[config.mk]
export PLATFORM = sky130hd
export DESIGN_NAME = quoted_string_escape_decoder
export DESIGN_NICKNAME = d
export VERILOG_FILES = /design/src/rtl/core/qsed_pkg.sv /design/src/rtl/core/qsed_front.sv /design/src/rtl/core/qsed_queue.sv /design/src/rtl/core/qsed_back.sv /design/src/rtl/core/quoted_string_escape_decoder.sv
export SDC_FILE = /design/constraint.sdc
export NUM_CORES = 1
export LEC_CHECK = 0
export ABC_AREA = 0
export BUFFER_PORTS_ARGS = -buffer_cell sky130_fd_sc_hd__buf_2
export CAP_MARGIN = 40
export CORE_ASPECT_RATIO = 1.75
export CORE_MARGIN = 4
export CORE_UTILIZATION = 28
export DETAILED_ROUTE_END_ITERATION = 10
export PLACE_DENSITY = 0.47
export SLEW_MARGIN = 30
export SYNTH_ARGS = -nofsm -noshare
export SYNTH_HDL_FRONTEND = slang
export SYNTH_SLANG_ARGS = --single-unit
[constraint.sdc]
create_clock -name clock -period 6.66 [get_ports clock]
set_clock_uncertainty 0.1 [all_clocks]
set_input_delay 0.333 -clock clock [delete_from_list [all_inputs] [get_ports clock]]
set_output_delay 0.333 -clock clock [all_outputs]
set_load 0.02 [all_outputs]
[src/rtl/core/qsed_pkg.sv]
`timescale 1ns / 1ps
// ----------------------------------------------------------------------------
// Quoted string escape decoder package
// Shared types, constants and helpers for the decoder front, queue and back.
// ----------------------------------------------------------------------------
package qsed_pkg;

   localparam int COUNT_BITS  = 16;
   localparam int QUEUE_DEPTH = 4;
   localparam int QUEUE_PTR_W = $clog2(QUEUE_DEPTH);

   localparam logic [1:0] KIND_DATA   = 2'd0;
   localparam logic [1:0] KIND_QUOTE  = 2'd1;
   localparam logic [1:0] KIND_NUL    = 2'd2;
   localparam logic [1:0] KIND_REJECT = 2'd3;

   typedef struct packed {
      logic [7:0] in_byte;
      logic       first;
   } req_type;

   typedef struct packed {
      logic [7:0]  out_byte;
      logic [1:0]  kind;
      logic [15:0] consumed;
      logic        last;
   } rsp_type;

   typedef struct packed {
      rsp_type r0;
      logic    r1_valid;
      rsp_type r1;
   } rec_type;

   function automatic logic [15:0] sat_consumed(logic [COUNT_BITS-1:0] c);
      if (c > COUNT_BITS'(16'hFFFF)) begin
         return 16'hFFFF;
      end
      return 16'(c);
   endfunction

   function automatic rsp_type make_rsp(logic [7:0] b, logic [1:0] k, logic [15:0] cons);
      rsp_type r;
      r.out_byte = b;
      r.kind     = k;
      r.consumed = cons;
      r.last     = 1'b0;
      return r;
   endfunction

endpackage

[src/rtl/core/qsed_front.sv]
`timescale 1ns / 1ps
// ----------------------------------------------------------------------------
// Decoder front end
// Accepts source bytes, tracks the escape state and forms the results of
// each transaction as one record for the queue.
// ----------------------------------------------------------------------------
module qsed_front (
   input  logic               clock,
   input  logic               reset,
   input  logic               accept,
   input  qsed_pkg::req_type  req,
   output logic               rec_push,
   output qsed_pkg::rec_type  rec
);
   import qsed_pkg::*;

   typedef enum logic [4:0] {
      MODE_IDLE = 5'b00001,
      MODE_STR  = 5'b00010,
      MODE_ESC  = 5'b00100,
      MODE_OCT  = 5'b01000,
      MODE_HEX  = 5'b10000
   } mode_type;

   localparam logic [7:0] CHR_NUL    = 8'h00;
   localparam logic [7:0] CHR_QUOTE  = 8'h22;
   localparam logic [7:0] CHR_BSLASH = 8'h5C;
   localparam logic [7:0] CHR_X      = 8'h78;

   mode_type              mode_ff, mode_in;
   logic [7:0]            accum_ff, accum_in;
   logic [1:0]            dc_ff, dc_in;
   logic [COUNT_BITS-1:0] cnt_ff, cnt_in;

   logic [7:0]            b;
   logic [COUNT_BITS-1:0] cnt_plus;
   logic                  is_oct, is_hex;
   logic [3:0]            hex_val;
   logic [7:0]            esc_val;
   logic                  str_valid;
   rsp_type               str_res;
   mode_type              str_mode;
   logic                  v0, v1;
   rsp_type               r0, r1;

   assign b        = req.in_byte;
   assign cnt_plus = (cnt_ff == '1) ? cnt_ff : cnt_ff + COUNT_BITS'(1);
   assign is_oct   = (b >= 8'h30) && (b <= 8'h37);

   always_comb begin
      is_hex  = 1'b1;
      hex_val = 4'd0;
      if ((b >= 8'h30) && (b <= 8'h39)) begin
         hex_val = b[3:0];
      end else if (((b >= 8'h61) && (b <= 8'h66)) || ((b >= 8'h41) && (b <= 8'h46))) begin
         hex_val = 4'(b[2:0] + 3'd1) + 4'd8;
      end else begin
         is_hex = 1'b0;
      end
   end

   always_comb begin
      unique case (b)
         8'h61:   esc_val = 8'h07;
         8'h62:   esc_val = 8'h08;
         8'h66:   esc_val = 8'h0C;
         8'h6E:   esc_val = 8'h0A;
         8'h72:   esc_val = 8'h0D;
         8'h74:   esc_val = 8'h09;
         8'h76:   esc_val = 8'h0B;
         8'h3F:   esc_val = 8'h3F;
         8'h27:   esc_val = 8'h27;
         8'h22:   esc_val = 8'h22;
         default: esc_val = CHR_BSLASH;
      endcase
   end

   // Handling of a byte as an ordinary string byte.
   always_comb begin
      str_valid = 1'b1;
      str_mode  = MODE_STR;
      str_res   = make_rsp(b, KIND_DATA, 16'd0);
      priority if (b == CHR_QUOTE) begin
         str_res  = make_rsp(8'd0, KIND_QUOTE, sat_consumed(cnt_plus));
         str_mode = MODE_IDLE;
      end else if (b == CHR_NUL) begin
         str_res  = make_rsp(8'd0, KIND_NUL, sat_consumed(cnt_plus));
         str_mode = MODE_IDLE;
      end else if (b == CHR_BSLASH) begin
         str_valid = 1'b0;
         str_mode  = MODE_ESC;
      end else begin
         str_valid = 1'b1;
      end
   end

   always_comb begin
      mode_in  = mode_ff;
      accum_in = accum_ff;
      dc_in    = dc_ff;
      cnt_in   = cnt_ff;
      v0       = 1'b0;
      v1       = 1'b0;
      r0       = '0;
      r1       = '0;
      if (req.first) begin
         accum_in = 8'd0;
         dc_in    = 2'd0;
         if (b == CHR_QUOTE) begin
            cnt_in  = COUNT_BITS'(1);
            mode_in = MODE_STR;
         end else begin
            cnt_in  = '0;
            v0      = 1'b1;
            r0      = make_rsp(8'd0, KIND_REJECT, 16'd0);
            mode_in = MODE_IDLE;
         end
      end else begin
         unique case (mode_ff)
            MODE_STR: begin
               cnt_in  = cnt_plus;
               mode_in = str_mode;
               v0      = str_valid;
               r0      = str_res;
            end
            MODE_ESC: begin
               if (b == CHR_NUL) begin
                  v0      = 1'b1;
                  r0      = make_rsp(8'd0, KIND_NUL, sat_consumed(cnt_ff));
                  mode_in = MODE_IDLE;
               end else begin
                  cnt_in  = cnt_plus;
                  mode_in = MODE_STR;
                  if (b == CHR_X) begin
                     mode_in  = MODE_HEX;
                     accum_in = 8'd0;
                     dc_in    = 2'd0;
                  end else if (is_oct) begin
                     mode_in  = MODE_OCT;
                     accum_in = {5'd0, b[2:0]};
                     dc_in    = 2'd1;
                  end else begin
                     v0 = 1'b1;
                     r0 = make_rsp(esc_val, KIND_DATA, 16'd0);
                  end
               end
            end
            MODE_OCT: begin
               if (is_oct) begin
                  cnt_in   = cnt_plus;
                  accum_in = {accum_ff[4:0], b[2:0]};
                  dc_in    = dc_ff + 2'd1;
                  if (dc_ff == 2'd2) begin
                     v0      = 1'b1;
                     r0      = make_rsp({accum_ff[4:0], b[2:0]}, KIND_DATA, 16'd0);
                     mode_in = MODE_STR;
                  end
               end else begin
                  v0      = 1'b1;
                  r0      = make_rsp(accum_ff, KIND_DATA, 16'd0);
                  cnt_in  = cnt_plus;
                  mode_in = str_mode;
                  v1      = str_valid;
                  r1      = str_res;
               end
            end
            MODE_HEX: begin
               if ((b == CHR_NUL) && (dc_ff == 2'd0)) begin
                  v0      = 1'b1;
                  r0      = make_rsp(8'd0, KIND_NUL, sat_consumed(cnt_ff));
                  mode_in = MODE_IDLE;
               end else if (is_hex) begin
                  cnt_in   = cnt_plus;
                  accum_in = {accum_ff[3:0], hex_val};
                  dc_in    = dc_ff + 2'd1;
                  if (dc_ff == 2'd1) begin
                     v0      = 1'b1;
                     r0      = make_rsp({accum_ff[3:0], hex_val}, KIND_DATA, 16'd0);
                     mode_in = MODE_STR;
                  end
               end else begin
                  v0      = 1'b1;
                  r0      = make_rsp(accum_ff, KIND_DATA, 16'd0);
                  cnt_in  = cnt_plus;
                  mode_in = str_mode;
                  v1      = str_valid;
                  r1      = str_res;
               end
            end
            default: begin
               mode_in = MODE_IDLE;
            end
         endcase
      end
      if (v1) begin
         r1.last = 1'b1;
      end else begin
         r0.last = 1'b1;
      end
   end

   assign rec_push    = accept && v0;
   assign rec.r0       = r0;
   assign rec.r1_valid = v1;
   assign rec.r1       = r1;

   always_ff @(posedge clock) begin
      if (reset) begin
         mode_ff  <= MODE_IDLE;
         accum_ff <= 8'd0;
         dc_ff    <= 2'd0;
         cnt_ff   <= '0;
      end else if (accept) begin
         mode_ff  <= mode_in;
         accum_ff <= accum_in;
         dc_ff    <= dc_in;
         cnt_ff   <= cnt_in;
      end
   end

endmodule

[src/rtl/core/qsed_queue.sv]
`timescale 1ns / 1ps
// ----------------------------------------------------------------------------
// Record queue
// Short first-in first-out buffer of result records between front and back.
// ----------------------------------------------------------------------------
module qsed_queue (
   input  logic               clock,
   input  logic               reset,
   input  logic               push,
   input  qsed_pkg::rec_type  push_rec,
   output logic               q_full,
   input  logic               q_pop,
   output logic               q_valid,
   output qsed_pkg::rec_type  head_rec
);
   import qsed_pkg::*;

   rec_type                entry_ff [QUEUE_DEPTH];
   logic [QUEUE_PTR_W-1:0] wr_ptr_ff, rd_ptr_ff;
   logic [QUEUE_PTR_W:0]   count_ff, count_in;
   logic                   do_push, do_pop;

   assign q_full   = (count_ff == (QUEUE_PTR_W+1)'(QUEUE_DEPTH));
   assign q_valid  = (count_ff != '0);
   assign head_rec = entry_ff[rd_ptr_ff];
   assign do_push  = push && !q_full;
   assign do_pop   = q_pop && q_valid;

   always_comb begin
      count_in = count_ff;
      if (do_push && !do_pop) begin
         count_in = count_ff + (QUEUE_PTR_W+1)'(1);
      end else if (do_pop && !do_push) begin
         count_in = count_ff - (QUEUE_PTR_W+1)'(1);
      end
   end

   always_ff @(posedge clock) begin
      if (do_push) begin
         entry_ff[wr_ptr_ff] <= push_rec;
      end
   end

   always_ff @(posedge clock) begin
      if (reset) begin
         wr_ptr_ff <= '0;
         rd_ptr_ff <= '0;
         count_ff  <= '0;
      end else begin
         if (do_push) begin
            wr_ptr_ff <= (wr_ptr_ff == QUEUE_PTR_W'(QUEUE_DEPTH - 1)) ?
                         '0 : wr_ptr_ff + QUEUE_PTR_W'(1);
         end
         if (do_pop) begin
            rd_ptr_ff <= (rd_ptr_ff == QUEUE_PTR_W'(QUEUE_DEPTH - 1)) ?
                         '0 : rd_ptr_ff + QUEUE_PTR_W'(1);
         end
         count_ff <= count_in;
      end
   end

endmodule

[src/rtl/core/qsed_back.sv]
`timescale 1ns / 1ps
// ----------------------------------------------------------------------------
// Decoder back end
// Unpacks queued records into single results and holds them in the output
// register until the receiver takes them.
// ----------------------------------------------------------------------------
module qsed_back (
   input  logic               clock,
   input  logic               reset,
   input  logic               q_valid,
   input  qsed_pkg::rec_type  head_rec,
   output logic               q_pop,
   output qsed_pkg::rsp_type  rsp_data,
   output logic               empty,
   input  logic               pop
);
   import qsed_pkg::*;

   rsp_type out_ff, out_in;
   logic    out_valid_ff, out_valid_in;
   rsp_type sec_ff, sec_in;
   logic    sec_valid_ff, sec_valid_in;
   logic    out_take;

   assign out_take = !out_valid_ff || pop;

   always_comb begin
      out_in       = out_ff;
      out_valid_in = out_valid_ff;
      sec_in       = sec_ff;
      sec_valid_in = sec_valid_ff;
      q_pop        = 1'b0;
      if (out_take) begin
         priority if (sec_valid_ff) begin
            out_in       = sec_ff;
            out_valid_in = 1'b1;
            sec_valid_in = 1'b0;
         end else if (q_valid) begin
            out_in       = head_rec.r0;
            out_valid_in = 1'b1;
            sec_in       = head_rec.r1;
            sec_valid_in = head_rec.r1_valid;
            q_pop        = 1'b1;
         end else begin
            out_valid_in = 1'b0;
         end
      end
   end

   always_ff @(posedge clock) begin
      out_ff <= out_in;
      sec_ff <= sec_in;
   end

   always_ff @(posedge clock) begin
      if (reset) begin
         out_valid_ff <= 1'b0;
         sec_valid_ff <= 1'b0;
      end else begin
         out_valid_ff <= out_valid_in;
         sec_valid_ff <= sec_valid_in;
      end
   end

   assign rsp_data = out_ff;
   assign empty    = !out_valid_ff;

endmodule

[src/rtl/core/quoted_string_escape_decoder.sv]
`timescale 1ns / 1ps
// ----------------------------------------------------------------------------
// Quoted string escape decoder
// Decodes a double-quoted C-style string literal arriving one byte per
// transaction into data bytes and an end or reject report.
// ----------------------------------------------------------------------------
// Usage:
// Source bytes enter through a queue-style port: a transaction is taken at a
// clock edge with push high and full low. Set first on the opening quote of
// each string. Results leave through a second queue-style port: while empty
// is low the oldest result sits on rsp_data, and it is taken at an edge with
// pop high. A byte gives zero, one or two results; last marks its final one.
// The front takes one byte every cycle while full is low; the back delivers
// one result per cycle unless the receiver stalls, so a byte with two
// results holds the back longer, absorbed by the four-record queue between
// front and back. When the receiver stalls, the queue fills and full rises.
// Synchronous reset returns the decoder to idle, empties the queue and drops
// any pending results.
// ----------------------------------------------------------------------------
module quoted_string_escape_decoder (
   input  logic               clock,
   input  logic               reset,
   input  logic               push,
   output logic               full,
   input  qsed_pkg::req_type  req_data,
   output logic               empty,
   input  logic               pop,
   output qsed_pkg::rsp_type  rsp_data
);
   import qsed_pkg::*;

   logic    accept;
   logic    rec_push;
   rec_type push_rec;
   logic    q_full;
   logic    q_pop;
   logic    q_valid;
   rec_type head_rec;

   assign full   = q_full;
   assign accept = push && !q_full;

   qsed_front u_front (
      .clock    (clock),
      .reset    (reset),
      .accept   (accept),
      .req      (req_data),
      .rec_push (rec_push),
      .rec      (push_rec)
   );

   qsed_queue u_queue (
      .clock    (clock),
      .reset    (reset),
      .push     (rec_push),
      .push_rec (push_rec),
      .q_full   (q_full),
      .q_pop    (q_pop),
      .q_valid  (q_valid),
      .head_rec (head_rec)
   );

   qsed_back u_back (
      .clock    (clock),
      .reset    (reset),
      .q_valid  (q_valid),
      .head_rec (head_rec),
      .q_pop    (q_pop),
      .rsp_data (rsp_data),
      .empty    (empty),
      .pop      (pop)
   );

endmodule
==> results of run 1 <==
-- worst max-delay path, cell delays in order (launching register included) --
cell	delay (ns)
dfxtp_1	0.49
nor2b_1	0.36
o311ai_1	0.18
a211o_1	0.29
buf_4	0.28
a221oi_4	0.54
and2_2	0.57
buf_16	0.23
buf_4	0.37
-- layout make-up --
type | count | share of cell area
sequential | 312 | 0.5702
timing repair buffer | 57 | 0.02486
tap | 654 | 0.05211
multi-input combinational | 529 | 0.2852
clock buffer | 38 | 0.05163
antenna | 1 | 0.0001594
clock inverter | 12 | 0.009163
inverter | 28 | 0.006693
-- metrics by stage --
stage | util | worst slack (ns) | std cells | hold slack, ns | area, µm²
floorplan | - | 2.550 | 927 | 0.3322 | 13760
global placement | 0.3014 | 2.287 | 1576 | 0.3493 | 14650
global route | 0.3231 | 2.683 | 1630 | 0.1195 | 15700
CTS | 0.3231 | 2.808 | 1630 | 0.1012 | 15700
detailed placement | 0.3034 | 2.481 | 1580 | 0.3711 | 14750
finish | 0.3231 | 2.886 | 1631 | 0.1338 | 15700
-- state kept, by name, summed over array words and instances (netlist names), named ones only --
signal / count
u_back.out_valid_ff: 1
u_back.rsp_data: 27
u_back.sec_ff: 27
u_back.sec_valid_ff: 1
u_front.accum_ff: 8
u_front.cnt_ff: 16
u_front.dc_ff: 2
u_front.mode_ff: 5
u_queue.count_ff: 3
u_queue.entry_ff: 216
u_queue.rd_ptr_ff: 2
u_queue.wr_ptr_ff: 2
-- where the power goes --
part	leakage [nW]	switching, mW	internal (mW)	total (mW)
combinational	1.52	0.616	0.439	1.06
sequential	2.99	0.0960	2.43	2.52
clock	0.471	0.703	0.970	1.67
-- cells in the final DEF, fill, tap and decap left out, drive strengths merged, types with 14 or more instances in the layout --
cell and count:
ha 14, a21oi 32, mux4 54, or3 14, nand2 52, a22oi 20
inv 29, dfxtp 42, clkbuf 38, nor2 67, nand3 18, mux2 29
nor3 20, buf 57, a31oi 22, o21ai 22, edfxtp 270
-- per-layer routing --
layer / share of wire / global-route usage
met1: 0.38 / 0.1408
met2: 0.55 / 0.2357
met3: 0.037 / 0.01329
met4: 0.039 / 0.05072
met5: 0 / 0
-- path summary, 6_finish.rpt --
path	from	end	depth (start not counted)
max	u_front.mode_ff[2]	u_queue.entry_ff[3][47]	8
min	req_data[1]	u_front.accum_ff[0]	3
min reg2reg	u_front.accum_ff[7]	u_front.accum_ff[7]	1
max reg2reg	u_front.mode_ff[2]	u_queue.entry_ff[3][47]	8
-- cell families (layout without fill, tap and decap cells) --
group / count (synthesis) / after routing
xor gates and xnor gates: 13 / 13
AOI/OAI and AO/OA: 167 / 167
other: 0 / 1
and+or+nand+nor: 244 / 244
buffers and inverters: 86 / 135
muxes: 90 / 90
DFF: 312 / 312
adders and majority gates: 15 / 15
==> impl_metrics.ini, run 1 <==
[run_status]
status = finished, final reports clean

[hold_path]
hold_path.class = in2reg

[clock_network]
cts-root-buf = clkbuf_16
cts_resized = 0
clk_latency_ns = 0.55
clock-sinks = 312
clk_pin_slew_ns = 0.07
postCtsSetupBuffers = 0
cts_tree = yes
clockBufferDepth = 3
cts_hold_buf = 0
cts_max_level = 1
cts_made_buffers = 28

[drt]
via_count = 8130
via_per_inst = 4.985
drc = 0
ant_nets = 0
drt_iter0_drc = 639
drt_wl_total_um = 33230
firstDrtPassIters = 8
wire_per_inst_um = 20.37

[global_routing]
grt_max_degree = 35
grt_usage = 0.1243
grt_overflow = 0
grt_pass1_vias = 8532
antenna_found_initial = 0
grt_pass1_wl_um = 51070

[setup_path]
worst_setup_path_start_kind = register
end_kind = register
arrival_ns = 3.87
crit_required_ns = 6.76
worstPathMaxFanout = 33
r2r_setup_slack_ns = 2.89
path_class = reg2reg

[final_layout]
nFillCells = 4753
multi_input_area_mm2 = 0.004478
nets = 984
regArea_mm2 = 0.008954
drive_above_1_share = 0.2182
area.growth.synth_to_final_pct = 14.12

[timing]
setup_viol = 0
finalCritPeriodShare = 0.5667
max_freq_mhz = 265.0
hold_viol = 0
rsz0062_at_grt = no
setup_tns_ns = 0
min_period_ns = 3.774
tightest_slew_ns = 0.7730
slew_viol_final = 0
slew_headroom = 0.4847

[place]
place.gp.congestion = 0.8710
post-dp-hpwl_um = 21700
portBuffers = 41

[synth]
synth_ff_type = edfxtp_1
synthAdderAreaFrac = 0.01419
synth_seq_area_share = 0.6504
syn_area_mm2 = 0.01376
ys_types = 85
synthCells = 927
synthMuxAreaShare = 0.1172
synth-simple-area-share = 0.09175
synthXorXnorAreaFrac = 0.008275
yosysWarnings = 0
ys_ff_latch = 312
synth_compound_area_frac = 0.09239
synth_top_family_by_area = multiplexers
synth_area_leaders = edfxtp_1 (59%), mux4_2 (8.8%), dfxtp_1 (6.1%)
syn_avg_cell_area_um2 = 14.84
yosys.area.top_type = edfxtp_1
synth_most_common_cell = edfxtp_1
netlist.area_leader.share = 0.5893
synth_common_cells = edfxtp_1 (270), nor2_1 (65), mux4_2 (54)
synth-edff-count = 270
synthArstFlopShare = 0
syn_nets = 955

[power_and_ir_drop]
peakVddDrop_mv = 0.1698
p_leak_nw = 4.983
pwr_density_cell_mw_per_mm2 = 334.4
power_mw = 5.251

[flow_run]
drv_cap = 0

[floorplanning]
core_mm2 = 0.04860
dieHeight_um = 301.3
die_x_um = 175.6
io-pin-count = 42
start_util = 0.2831
rows = 107
dieArea_mm2 = 0.05289
Note: power is estimated with default switching activity, not from simulation.
==> inputs of run 2 (changes only) <==
Settings changed: PLACE_DENSITY 0.47 to 0.49.
Clock period 6.66 ns to 3.3 ns, I/O delays scaled along.
==> run 2 against run 1 <==
Critical path depth up 7. Wire length up 2.8%. Die area unchanged. Via count up 1.9%. Flip-flop and latch count unchanged. Total power up 99%. Worst hold slack worse by 0.11 ns. Non-clock buffer count up 60. Worst setup slack worse by 2.7 ns. Sequential share of layout area down 1.6 points. Critical endpoint is now u_queue.count_ff[2].
==> impl_metrics.ini, run 2 (synthesized netlist as in run 1, its figures left out) <==
[place]
portBuffers = 41
place.gp.congestion = 0.9095
place_area_mm2 = 0.01520
post-dp-hpwl_um = 22880
dp_slack_ns = 0.03877
place_inst = 1636

[global_routing]
antenna_found_initial = 0
grt_pass1_vias = 8850
grt_pass1_wl_um = 53040
grt_max_degree = 55
grt_usage = 0.1294
grt_overflow = 0

[setup_path]
crit_required_ns = 3.69
end_kind = register
critPathTopFamily = simple AND/OR/NAND/NOR gates
path_buf_inv = 4
path_class = in2reg
worstPathMaxFanout = 3
r2r_setup_slack_ns = 0.18
worst_setup_path_start_kind = input port
critPathMaxStageDelay_ns = 0.53
arrival_ns = 3.53
crit_slowest_cell = dlygate4sd3_1
path_cells = dlygate4sd3_1 > buf_2 > inv_2 > ha_4 > or3b_2 > or2_1 > nor2_2 > nor3_2 > a221oi_4 > ha_2 > inv_1 > fa_1 > xor2_1 > or3_1 > a21oi_1

[clock_network]
clockBufferDepth = 3
cts_made_buffers = 28
cts_max_level = 1
cts_tree = yes
clk_latency_ns = 0.56
clk_pin_slew_ns = 0.07
clock-sinks = 312
cts-root-buf = clkbuf_16

[final_layout]
nets = 1044
nFillCells = 4749
multi_input_area_mm2 = 0.004497
layout_common_cells = edfxtp_1 (270), buf_4 (65), nor2_1 (63)
largest_register_ffs = 216
largest_register = u_queue.entry_ff
final_area_mm2 = 0.01615
diodes = 0
drive_above_1_share = 0.2635
regArea_mm2 = 0.008955
final_cell_count_no_fill = 1690
area.growth.synth_to_final_pct = 17.36
mostFrequentLayoutCell = edfxtp_1

[timing]
slew_headroom = 0.5234
fin_ws_ns = 0.1535
tightest_slew_ns = 0.7084
min_period_ns = 3.147
slew_viol_final = 0
finalCritPeriodShare = 0.9535
hold_ws_ns = 0.02136
setup_viol = 0
hold_viol = 0
max_freq_mhz = 317.8

[power_and_ir_drop]
p_switching_mw = 2.898
p_leak_nw = 5.256
p_int_mw = 7.570
p_comb_frac = 0.210
pwr_density_cell_mw_per_mm2 = 648.3
p_clk_frac = 0.305
switching_share = 0.2769
peakVddDrop_mv = 0.3075
pwr-share-seq = 0.485

[drt]
drc = 0
ant_nets = 0
via_count = 8281
wire_per_inst_um = 20.20
drt_wl_total_um = 34150
firstDrtPassIters = 5
drt_iter0_drc = 466
via_per_inst = 4.900

[floorplanning]
core_mm2 = 0.04860
die_x_um = 175.6
dieHeight_um = 301.3
dieArea_mm2 = 0.05289
rows = 107
io-pin-count = 42
start_util = 0.2831

[flow_run]
drv_cap = 0

[hold_path]
hold_path.class = in2reg

[run_status]
status = finished, final reports clean
==> run 2: cell types whose count changed in the layout (fill, tap and decap cells not counted), sizes merged <==
cell and change:
buf +57, clkinv +3, dlygate4sd3 +3, bufinv -2, clkbuf -2, clkinvlp +1, diode -1
==> run 2: path summary, 6_finish.rpt <==
check                       from                  end  cells after the start
max                  req_data[1]  u_queue.count_ff[2]                     15
min                          pop  u_back.out_valid_ff                      5
max reg2reg   u_front.mode_ff[3]  u_queue.count_ff[2]                     11
min reg2reg  u_front.accum_ff[7]  u_front.accum_ff[7]                      1
==> run 2: timing repair <==
item | in CTS | in global routing
buffers inserted | 0 | 1
endpoints found under the setup margin | 0 | 1
endpoints found under the hold margin | 18 | 0
resized for setup | 0 | 5
hold buffers | 3 | 0
==> run 2: metal layers <==
metal | up-vias | GRT usage | share of wire
met5 | - | 0 | 0
met4 | 0 | 0.05983 | 0.043
met3 | 77 | 0.01455 | 0.034
met2 | 182 | 0.2442 | 0.54
met1 | 4193 | 0.1440 | 0.38
li1 | 3829 | - | -
==> run 2: worst register-to-register path: stages, from the launching register on <==
cell      delay, ns
dfxtp_1        0.39
nor2b_1        0.35
o41ai_1        0.16
a211oi_2       0.35
nor3_2         0.11
a221oi_4       0.33
ha_2           0.24
inv_1          0.05
fa_1           0.37
xor2_1         0.18
or3_1          0.30
a21oi_1        0.14
==> run 2: area by class of cell <==
class / count / share of cell area
Clock buffer: 36 / 0.04843
Sequential cell: 312 / 0.5545
Tap cell: 654 / 0.05067
Inverter: 28 / 0.006509
Timing Repair Buffer: 117 / 0.05470
Multi-Input combinational cell: 529 / 0.2785
Clock inverter: 14 / 0.006664
==> run 2: per-stage QoR <==
step | setup TNS [ns] | util | power, mW
after floorplan | 0 | - | 6.575
after global placement | 0 | 0.3128 | 7.424
after detailed placement | 0 | 0.3128 | 7.452
after CTS | 0 | 0.3318 | 10.68
after global routing | -0.0002092 | 0.3323 | 10.98
final | 0 | 0.3323 | 10.47
==> run 2: power groups by stage <==
stage / sequential, mW / clock [mW] / combinational [mW]
2_1_floorplan: 5.33 / 0 / 1.25
3_3_place_gp: 5.16 / 0 / 2.26
3_5_place_dp: 5.17 / 0 / 2.28
4_1_cts: 5.09 / 3.31 / 2.29
5_1_grt: 5.13 / 3.45 / 2.40
6_report: 5.07 / 3.20 / 2.20
